--- config.mk ---
export PLATFORM = sky130hd
export DESIGN_NAME = fuzzy_pid_accel_command
export DESIGN_NICKNAME = d
export VERILOG_FILES = /design/src/rtl/core/fpac_pkg.sv /design/src/rtl/core/fuzzy_pid_accel_command.sv /design/src/rtl/core/fpac_mac.sv /design/src/rtl/core/fpac_gain.sv
export SDC_FILE = /design/constraint.sdc
export NUM_CORES = 2
export LEC_CHECK = 0
export BUFFER_PORTS_ARGS = -buffer_cell sky130_fd_sc_hd__clkbuf_2
export CORE_MARGIN = 2
export CORE_UTILIZATION = 45
export CTS_CLUSTER_DIAMETER = 80
export DETAILED_ROUTE_END_ITERATION = 8
export GPL_ROUTABILITY_DRIVEN = 0
export PLACE_DENSITY = 0.61
export SYNTH_ARGS = -nofsm -noshare
export SYNTH_HDL_FRONTEND = slang
export SYNTH_SLANG_ARGS = --single-unit
--- constraint.sdc ---
create_clock -name clk_i -period 10.8 [get_ports clk_i]
set_input_delay 2.7 -clock clk_i [delete_from_list [all_inputs] [get_ports clk_i]]
set_output_delay 2.7 -clock clk_i [all_outputs]
set_load 0.05 [all_outputs]
--- src/rtl/core/fpac_pkg.sv ---
`timescale 1ns / 1ps
// fpac_pkg: shared types, fixed-point constants and fuzzy delta-gain tables
// for the fuzzy PID acceleration block. No dependencies.
package fpac_pkg;

  localparam int FRAC_BITS = 8;

  // thresholds, rounded to the Q format
  localparam int TH_0P1  = ((1 << FRAC_BITS) + 5) / 10;
  localparam int TH_0P15 = ((15 << FRAC_BITS) + 50) / 100;
  localparam int TH_0P2  = ((2 << FRAC_BITS) + 5) / 10;
  localparam int TH_0P3  = ((3 << FRAC_BITS) + 5) / 10;
  localparam int TH_0P5  = ((5 << FRAC_BITS) + 5) / 10;
  localparam int TH_1    = 1 << FRAC_BITS;
  localparam int TH_2    = 2 << FRAC_BITS;
  localparam int TH_3P5  = ((35 << FRAC_BITS) + 5) / 10;
  localparam int TH_4P5  = ((45 << FRAC_BITS) + 5) / 10;

  localparam logic signed [17:0] W_OLD  = 18'sd22938;
  localparam logic signed [17:0] W_NEW  = 18'sd9830;
  localparam logic signed [17:0] W_LEAK = 18'sd31130;

  localparam logic [2:0] REG_P_GAIN = 3'd0;
  localparam logic [2:0] REG_I_GAIN = 3'd1;
  localparam logic [2:0] REG_D_GAIN = 3'd2;
  localparam logic [2:0] REG_FLOOR  = 3'd3;
  localparam logic [2:0] REG_CEIL   = 3'd4;

  typedef logic signed [39:0] acc_t;
  typedef logic signed [17:0] opnd_t;
  typedef int tab_t [49];

  typedef enum logic [1:0] {ACC_HOLD, ACC_LOAD, ACC_ADD} acc_op_e;

  typedef struct packed {
    acc_op_e            op;
    logic               dbl;
    logic signed [15:0] bias;
  } mac_ctl_t;

  typedef struct packed {
    opnd_t kp;
    opnd_t ki;
    opnd_t kd;
  } gains_t;

  typedef enum logic [3:0] {
    ST_IDLE, ST_F0, ST_F1, ST_F2, ST_F3, ST_F4, ST_F5, ST_F6,
    ST_F7, ST_F8, ST_F9, ST_F10, ST_F11
  } state_e;

  // table entries in units of 1e-4, row = E band, column = EC band
  localparam tab_t RAW_P = '{
    24300,19400,17700,12500,6900,4000,60,
    19400,19400,13500,6900,2600,30,-6000,
    17700,13500,9090,6900,-50,-2600,-10900,
    12500,8000,2600,1000,-1000,-6900,-12500,
    10900,2600,-40,-2600,-6900,-9090,-17700,
    5960,-1000,-2600,-8000,-13500,-13600,-19400,
    -60,-5000,-8000,-16700,-17700,-19400,-24300};
  localparam tab_t RAW_I = '{
    -24300,-19400,-17700,-12500,-6900,-4000,-60,
    -24300,-14800,-13500,-6900,-2600,-30,4000,
    -19400,-9090,-8000,-2600,1000,2600,6900,
    -17700,-8000,-1000,30,2600,9090,13500,
    -8000,-2600,50,6900,8000,13500,19400,
    -5000,-1000,2600,6930,13500,14800,24300,
    60,4000,6900,12500,17700,19400,24300};
  localparam tab_t RAW_D = '{
    10000,-3710,-14800,-24300,-19400,-4440,9700,
    6000,-3710,-14800,-13500,-13500,-3810,4000,
    4000,-3710,-13500,-9090,-6900,-6900,-120,
    -120,-6900,-6900,-6900,-5000,-6000,-119,
    5620,2180,0,0,0,2180,5620,
    9720,715,2620,6930,6900,8000,9720,
    24300,17700,16700,12500,10900,12000,24300};

  // delta gains in Q3.12, rounded half away from zero
  function automatic tab_t mk_delta_p();
    tab_t r;
    int   n;
    for (int k = 0; k < 49; k++) begin
      n = RAW_P[k] * 4096;
      r[k] = (n >= 0) ? (n + 50000) / 100000 : -((50000 - n) / 100000);
    end
    return r;
  endfunction

  function automatic tab_t mk_delta_i();
    tab_t r;
    int   n;
    for (int k = 0; k < 49; k++) begin
      n = RAW_I[k] * 4096;
      r[k] = (n >= 0) ? (n + 250000) / 500000 : -((250000 - n) / 500000);
    end
    return r;
  endfunction

  function automatic tab_t mk_delta_d();
    tab_t r;
    int   n;
    for (int k = 0; k < 49; k++) begin
      n = RAW_D[k] * 4096;
      r[k] = (n >= 0) ? (n + 100000) / 200000 : -((100000 - n) / 200000);
    end
    return r;
  endfunction

  localparam tab_t DELTA_P = mk_delta_p();
  localparam tab_t DELTA_I = mk_delta_i();
  localparam tab_t DELTA_D = mk_delta_d();

  function automatic logic signed [15:0] sat16(input acc_t x);
    logic signed [15:0] r;
    if (x > 40'sd32767) begin
      r = 16'sh7fff;
    end else if (x < -40'sd32768) begin
      r = 16'sh8000;
    end else begin
      r = x[15:0];
    end
    return r;
  endfunction

endpackage

--- src/rtl/core/fuzzy_pid_accel_command.sv ---
`timescale 1ns / 1ps
// fuzzy_pid_accel_command: top level, APB registers, filter state and sequencer.
// Depends on fpac_pkg, fpac_mac, fpac_gain.
//
// channel | direction | handshake             | payload
// in      | input     | in_valid_i/in_stall_o   | target_speed_i, measured_speed_i
// out     | output    | out_valid_o/out_stall_i | accel_command_o
// cfg     | input     | psel/penable/pready     | paddr, pwdata, prdata
//
// A word steps through states ST_F0 to ST_F11 from acceptance to a registered
// result, and a new word is taken only once that result is out; all products go
// through the single shared multiplier, one per cycle.
// in_stall_o is high while a word is in work; a stalled result holds
// only the final step. Reset clears state to zero and registers to defaults.
module fuzzy_pid_accel_command (
  input  logic               clk_i,
  input  logic               rst_ni,
  input  logic               in_valid_i,
  output logic               in_stall_o,
  input  logic signed [15:0] target_speed_i,
  input  logic signed [15:0] measured_speed_i,
  output logic               out_valid_o,
  input  logic               out_stall_i,
  output logic signed [15:0] accel_command_o,
  input  logic               psel,
  input  logic               penable,
  input  logic               pwrite,
  input  logic [4:0]         paddr,
  input  logic [31:0]        pwdata,
  output logic [31:0]        prdata,
  output logic               pready
);
  import fpac_pkg::*;

  state_e state_q, state_d;

  logic signed [15:0] kp_base_q, ki_base_q, kd_base_q, floor_q, ceil_q;
  logic signed [15:0] fe_q, fe_d, diff_q, diff_d, integ_q, integ_d;
  logic signed [15:0] last_q, last_d, out_q, out_d;
  logic signed [15:0] hist_q [4];
  logic signed [16:0] raw_q, pred;
  logic signed [15:0] e_clamp, inc, clamped;
  acc_t               lim_q, lim_d, rnd, step, acc;
  logic               out_valid_q, out_valid_d;
  logic               accept, done, gain_en, cfg_wr;
  opnd_t              op_a, op_b;
  mac_ctl_t           mac_ctl;
  gains_t             gains;

  assign pready = 1'b1;
  assign cfg_wr = psel & penable & pwrite;
  assign accept = in_valid_i & (state_q == ST_IDLE);
  assign done   = (state_q == ST_F11) & (~out_valid_q | ~out_stall_i);

  always_ff @(posedge clk_i or negedge rst_ni) begin
    if (!rst_ni) begin
      kp_base_q <= '0;
      ki_base_q <= '0;
      kd_base_q <= '0;
      floor_q   <= 16'(-TH_4P5);
      ceil_q    <= 16'(TH_2);
    end else if (cfg_wr) begin
      unique case (paddr[4:2])
        REG_P_GAIN: kp_base_q <= pwdata[15:0];
        REG_I_GAIN: ki_base_q <= pwdata[15:0];
        REG_D_GAIN: kd_base_q <= pwdata[15:0];
        REG_FLOOR:  floor_q   <= pwdata[15:0];
        REG_CEIL:   ceil_q    <= pwdata[15:0];
        default: ;
      endcase
    end
  end

  always_comb begin
    unique case (paddr[4:2])
      REG_P_GAIN: prdata = 32'(kp_base_q);
      REG_I_GAIN: prdata = 32'(ki_base_q);
      REG_D_GAIN: prdata = 32'(kd_base_q);
      REG_FLOOR:  prdata = 32'(floor_q);
      REG_CEIL:   prdata = 32'(ceil_q);
      default:    prdata = '0;
    endcase
  end

  // next state
  always_comb begin
    state_d = state_q;
    unique case (state_q)
      ST_IDLE: if (accept) state_d = ST_F0;
      ST_F0:   state_d = ST_F1;
      ST_F1:   state_d = ST_F2;
      ST_F2:   state_d = ST_F3;
      ST_F3:   state_d = ST_F4;
      ST_F4:   state_d = ST_F5;
      ST_F5:   state_d = ST_F6;
      ST_F6:   state_d = ST_F7;
      ST_F7:   state_d = ST_F8;
      ST_F8:   state_d = ST_F9;
      ST_F9:   state_d = ST_F10;
      ST_F10:  state_d = ST_F11;
      ST_F11:  if (done) state_d = ST_IDLE;
      default: state_d = ST_IDLE;
    endcase
  end

  assign pred = 17'(fe_q) + 17'(diff_q >>> 2);

  // sequencer outputs
  always_comb begin
    op_a         = '0;
    op_b         = '0;
    mac_ctl.op   = ACC_HOLD;
    mac_ctl.dbl  = 1'b0;
    mac_ctl.bias = '0;
    gain_en      = 1'b0;
    unique case (state_q)
      ST_F0: begin
        op_a = W_OLD;
        op_b = opnd_t'(pred);
      end
      ST_F1: begin
        op_a = W_NEW;
        op_b = opnd_t'(raw_q);
        mac_ctl.op = ACC_LOAD;
      end
      ST_F2: begin
        mac_ctl.op   = ACC_ADD;
        mac_ctl.bias = 16'sd16384;
      end
      ST_F3: begin
        op_a = W_LEAK;
        op_b = opnd_t'(integ_q);
      end
      ST_F4: begin
        mac_ctl.op   = ACC_LOAD;
        mac_ctl.bias = 16'sd16384;
      end
      ST_F5: gain_en = 1'b1;
      ST_F6: begin
        op_a = gains.kp;
        op_b = opnd_t'(e_clamp);
      end
      ST_F7: begin
        op_a = gains.ki;
        op_b = opnd_t'(integ_q);
        mac_ctl.op = ACC_LOAD;
      end
      ST_F8: begin
        op_a = gains.kd;
        op_b = opnd_t'(diff_q);
        mac_ctl.op = ACC_ADD;
      end
      ST_F9: begin
        mac_ctl.op   = ACC_ADD;
        mac_ctl.dbl  = 1'b1;
        mac_ctl.bias = 16'sd2048;
      end
      default: ;
    endcase
  end

  fpac_mac u_mac (
    .clk_i  (clk_i),
    .rst_ni (rst_ni),
    .op_a_i (op_a),
    .op_b_i (op_b),
    .ctl_i  (mac_ctl),
    .acc_o  (acc)
  );

  fpac_gain u_gain (
    .clk_i    (clk_i),
    .en_i     (gain_en),
    .err_i    (fe_q),
    .diff_i   (diff_q),
    .base_p_i (kp_base_q),
    .base_i_i (ki_base_q),
    .base_d_i (kd_base_q),
    .gains_o  (gains)
  );

  // datapath next values
  always_comb begin
    if (int'(fe_q) > TH_3P5) e_clamp = 16'(TH_3P5);
    else if (int'(fe_q) < -TH_4P5) e_clamp = 16'(-TH_4P5);
    else e_clamp = fe_q;

    if (int'(fe_q) > TH_0P15) inc = 16'(TH_0P15);
    else if (int'(fe_q) < -TH_0P15) inc = 16'(-TH_0P15);
    else inc = fe_q;

    fe_d    = (state_q == ST_F3) ? sat16(acc >>> 15) : fe_q;
    diff_d  = (state_q == ST_F4) ?
              sat16(acc_t'(hist_q[3]) + acc_t'(hist_q[2]) - acc_t'(hist_q[1])
                    - acc_t'(hist_q[0])) : diff_q;
    integ_d = (state_q == ST_F5) ? sat16((acc >>> 15) + acc_t'(inc)) : integ_q;

    rnd  = acc >>> 12;
    step = rnd - acc_t'(last_q);
    if (step > acc_t'(TH_0P1)) lim_d = acc_t'(last_q) + acc_t'(TH_0P1);
    else if (step < -acc_t'(TH_1)) lim_d = acc_t'(last_q) - acc_t'(TH_1);
    else lim_d = rnd;

    if (lim_q > acc_t'(ceil_q)) clamped = ceil_q;
    else if (lim_q < acc_t'(floor_q)) clamped = floor_q;
    else clamped = lim_q[15:0];

    last_d      = done ? clamped : last_q;
    out_d       = done ? clamped : out_q;
    out_valid_d = done | (out_valid_q & out_stall_i);
  end

  always_ff @(posedge clk_i or negedge rst_ni) begin
    if (!rst_ni) begin
      state_q     <= ST_IDLE;
      out_valid_q <= 1'b0;
      fe_q        <= '0;
      diff_q      <= '0;
      integ_q     <= '0;
      last_q      <= '0;
      for (int k = 0; k < 4; k++) hist_q[k] <= '0;
    end else begin
      state_q     <= state_d;
      out_valid_q <= out_valid_d;
      fe_q        <= fe_d;
      diff_q      <= diff_d;
      integ_q     <= integ_d;
      last_q      <= last_d;
      if (state_q == ST_F3) begin
        hist_q[0] <= hist_q[1];
        hist_q[1] <= hist_q[2];
        hist_q[2] <= hist_q[3];
        hist_q[3] <= fe_d;
      end
    end
  end

  always_ff @(posedge clk_i) begin
    if (accept) raw_q <= 17'(target_speed_i) - 17'(measured_speed_i);
    if (state_q == ST_F10) lim_q <= lim_d;
    out_q <= out_d;
  end

  assign in_stall_o      = (state_q != ST_IDLE);
  assign out_valid_o     = out_valid_q;
  assign accel_command_o = out_q;

endmodule

--- src/rtl/core/fpac_mac.sv ---
`timescale 1ns / 1ps
// fpac_mac: shared 18x18 signed multiplier with registered product and
// 40-bit accumulator. Depends on fpac_pkg.
module fpac_mac (
  input  logic             clk_i,
  input  logic             rst_ni,
  input  fpac_pkg::opnd_t  op_a_i,
  input  fpac_pkg::opnd_t  op_b_i,
  input  fpac_pkg::mac_ctl_t ctl_i,
  output fpac_pkg::acc_t   acc_o
);
  import fpac_pkg::*;

  logic signed [35:0] prod_q;
  acc_t               acc_q, acc_d, addend;

  always_ff @(posedge clk_i) begin
    prod_q <= op_a_i * op_b_i;
  end

  always_comb begin
    addend = ctl_i.dbl ? (acc_t'(prod_q) <<< 1) : acc_t'(prod_q);
    addend = addend + acc_t'(ctl_i.bias);
    acc_d  = acc_q;
    unique case (ctl_i.op)
      ACC_LOAD: acc_d = addend;
      ACC_ADD:  acc_d = acc_q + addend;
      default:  acc_d = acc_q;
    endcase
  end

  always_ff @(posedge clk_i or negedge rst_ni) begin
    if (!rst_ni) begin
      acc_q <= '0;
    end else begin
      acc_q <= acc_d;
    end
  end

  assign acc_o = acc_q;

endmodule

--- src/rtl/core/fpac_gain.sv ---
`timescale 1ns / 1ps
// fpac_gain: seven-band quantizers on error and difference, fuzzy table
// lookup and registered gain sums. Depends on fpac_pkg.
module fpac_gain (
  input  logic               clk_i,
  input  logic               en_i,
  input  logic signed [15:0] err_i,
  input  logic signed [15:0] diff_i,
  input  logic signed [15:0] base_p_i,
  input  logic signed [15:0] base_i_i,
  input  logic signed [15:0] base_d_i,
  output fpac_pkg::gains_t   gains_o
);
  import fpac_pkg::*;

  logic [2:0] ie, iec;
  logic [5:0] idx;
  gains_t     gains_q, gains_d;

  always_comb begin
    if (int'(err_i) <= -TH_1) ie = 3'd0;
    else if (int'(err_i) <= -TH_0P5) ie = 3'd1;
    else if (int'(err_i) <= -TH_0P2) ie = 3'd2;
    else if (int'(err_i) <= TH_0P2) ie = 3'd3;
    else if (int'(err_i) <= TH_0P5) ie = 3'd4;
    else if (int'(err_i) <= TH_1) ie = 3'd5;
    else ie = 3'd6;

    if (int'(diff_i) <= -TH_0P3) iec = 3'd0;
    else if (int'(diff_i) <= -TH_0P2) iec = 3'd1;
    else if (int'(diff_i) <= -TH_0P1) iec = 3'd2;
    else if (int'(diff_i) <= TH_0P1) iec = 3'd3;
    else if (int'(diff_i) <= TH_0P2) iec = 3'd4;
    else if (int'(diff_i) <= TH_0P3) iec = 3'd5;
    else iec = 3'd6;

    idx = 6'(ie * 7) + 6'(iec);
    gains_d.kp = opnd_t'(base_p_i) + opnd_t'(DELTA_P[idx]);
    gains_d.ki = opnd_t'(base_i_i) + opnd_t'(DELTA_I[idx]);
    gains_d.kd = opnd_t'(base_d_i) + opnd_t'(DELTA_D[idx]);
  end

  always_ff @(posedge clk_i) begin
    if (en_i) begin
      gains_q <= gains_d;
    end
  end

  assign gains_o = gains_q;

endmodule

==> results.sh <==
export IMPL_outcome="finished, final reports clean"
export IMPL_totalWireLength_um=127000
export IMPL_grt_pass1_vias=35373
export IMPL_synth_warnings=0
export IMPL_synthCells=5080
export IMPL_tritoncts="done"
export IMPL_dr_pass1_iters=6
export IMPL_arrival_ns=10.48
export IMPL_clkSinkCount=404
export IMPL_critical_path_startpoint="fe_q[0]"
export IMPL_setup_viol=0
export IMPL_synth_area_leaders="fa_1, dfrtp_1, ha_1"
export IMPL_fin_nets=5904
export IMPL_synthFlopType="dfrtp_1"
export IMPL_cts_root_buf="clkbuf_16"
export IMPL_syn_area_per_cell_um2=8.65
export IMPL_grt_use_total=0.256
export IMPL_slew_headroom=0.212
export IMPL_clk_latency_ns=0.61
export IMPL_busiest_layer="met2"
export IMPL_ios=127
export IMPL_dpl_hpwl_um=99900
export IMPL_ys_ff_latch=404
export IMPL_wl_per_cell_um=19.9
export IMPL_ff2ff_setup_slack_ns=0.85
export IMPL_async_flop_share=0.626
export IMPL_critical_path_class="register to register"
export IMPL_fin_cells=6398
export IMPL_cp_endpoint="u_mac.prod_q[33]"
export IMPL_yosys_area_top_type="fa_1"
export IMPL_synth_edf_count=115
export IMPL_hp_class="register to register"
export IMPL_cts_made_buffers=46
export IMPL_rsz0062_at_grt="false"
export IMPL_drive_gt1_frac=0.0836
export IMPL_period_needed_ns=9.95
export IMPL_fp_row_count=114
export IMPL_crit_family="adder cells"
export IMPL_critPathMostFrequentCell="fa_1"
export IMPL_drt_iter0_markers=3075
export IMPL_holdPathStages=2
export IMPL_clk_pin_slew_ns=0.07
export IMPL_die_h_um=316
export IMPL_grt_max_degree=158
export IMPL_antenna_found_initial=8
export IMPL_crit_required_ns=11.34
export IMPL_vias=36598
export IMPL_yosys_top_cells_count="inv_1, nand2_1, nor2_1, fa_1, ha_1"
export IMPL_max_stage_delay_ns=0.57
export IMPL_synth_top_cell_area_share=0.171
export IMPL_max_freq_mhz=101
export IMPL_syn_num_nets=5900
export IMPL_placedCellCount=6312
export IMPL_area_growth_pct=8.02
export IMPL_critical_path_slowest_cell="fa_1"
export IMPL_cts_path_max_buffers=3
export IMPL_critical_path_cell_count=35
export IMPL_met2_usage=0.407
export IMPL_gr_usage_met1=0.365
export IMPL_dieArea_um2=100000
export IMPL_rr_endpoint="u_mac.prod_q[33]"
export IMPL_rr_worst_depth=35
export IMPL_grt_pass1_wl_um=201000
export IMPL_die_x_um=316
export IMPL_setup_tns_ns=0
export IMPL_crit_buf_inv=5
export IMPL_worst_slew_pin_slew_ns=1.18
export IMPL_syn_cell_area_um2=43900
export IMPL_crit_path_end_kind="register"
export IMPL_port_buffers=107
export IMPL_drc=0
export IMPL_fin_crit_sh=0.921
export IMPL_grtUsageMet3=0.0341
export IMPL_hold_viol=0
export IMPL_start_kind="register"
export IMPL_synth_seq_area_share=0.239
export IMPL_reg2reg_from="fe_q[0]"
export IMPL_avgViaCountPerCell=5.72
export IMPL_grt_ovfl_total=0
export IMPL_cts_htree_levels=2
export IMPL_start_util=0.454
export IMPL_ant_nets=0
export IMPL_core_um2=96700
export IMPL_yosysMostFrequentCell="inv_1"
export IMPL_maxCapViolCount=0
export IMPL_clock_skew_ns=0.0364
export IMPL_cp_max_fo=9
export IMPL_report_final_slew_viol_count=0
export IMPL_cts_setup_buffers=0
export IMPL_synth_distinct_cells=97
worst reg2reg max path: cells and delay by family (launching register included):
family	cells	cell delay [ns]
flops	1	0.48
xor+xnor	1	0.14
buf+inv	5	0.71
compound gates	16	3.86
fa+ha+maj	9	4.17
simple gates	4	0.54
final cells by class:
class / count / area (um^2)
fillers: 9341 / 49300
multi-input cells: 3809 / 30200
flip-flops and latches: 404 / 10500
inverters: 638 / 2390
well taps: 1276 / 1600
clock buffers: 66 / 1370
repair buffers: 185 / 1140
clock inverters: 19 / 185
diodes: 1 / 2.50
timing repair:
item	4_1_cts	5_1_grt
setup endpoints to repair	0	2
hold buffers	0	0
gates resized for setup	0	1
how the worst min path moves through the flow:
stage / slack (ns) / from / end
3_5_place_dp: 0.47 / hist_q[37] / hist_q[53]
3_3_place_gp: 0.46 / hist_q[37] / hist_q[53]
5_1_grt: 0.50 / hist_q[37] / hist_q[53]
2_1_floorplan: 0.45 / hist_q[16] / hist_q[32]
6_report: 0.47 / hist_q[44] / hist_q[60]
4_1_cts: 0.48 / hist_q[39] / hist_q[55]
flip-flops by register name (all words and copies together) (netlist names), 17 cells and up:
register	count
hist_q	64
u_gain.gains_o	54
u_mac.acc_o	40
u_mac.prod_q	36
lim_q	28
raw_q	17
per-layer routing:
metal / part of all wire / up-vias
met5: 0.00061 / -
li1: - / 17319
met3: 0.066 / 209
met4: 0.031 / 12
met1: 0.45 / 17856
met2: 0.45 / 1202
placed cells by master (no fill, tap or decap), types with 42 or more instances in the layout:
cell,instances
nand4_1,46
fa_1,374
nand2_1,590
o21a_1,42
edfxtp_1,115
ha_1,368
nor3_1,77
xor2_1,63
o21ai_0,281
clkbuf_16,48
nand2b_1,60
dfrtp_1,244
nor2b_1,42
buf_4,77
clkbuf_2,106
a211oi_1,45
a21oi_1,320
a21o_1,114
mux2i_1,78
inv_1,635
xnor2_1,144
mux2_2,84
nor2_1,447
nand3_1,94
logic make-up (layout without fill, tap and decap cells):
| family | count (synthesis) | in the layout | synth area share |
|---|---|---|---|
| AND/OR/NAND/NOR | 1541 | 1541 | 0.159 |
| AO/OA/AOI/OAI | 1145 | 1145 | 0.166 |
| buffers and inverters | 867 | 908 | 0.0760 |
| adder cells (fa/ha/maj) | 744 | 744 | 0.276 |
| flip-flops | 404 | 404 | 0.239 |
| XOR/XNOR | 213 | 213 | 0.0425 |
| multiplexers | 165 | 165 | 0.0406 |
| other | 1 | 2 | 0.0000854 |
stage by stage:
stage	hold slack [ns]	setup slack [ns]	utilization	cell area, um^2
after floorplan	0.450	2.00	-	43900
after global placement	0.457	0.751	0.474	45900
after detailed placement	0.468	0.654	0.474	45900
after CTS	0.483	0.604	0.490	47400
after global routing	0.503	0.200	0.491	47400
final	0.474	0.855	0.491	47400
Power is not shown: default switching activity piles up to over one toggle a cycle in this logic, so the estimate is an artifact.
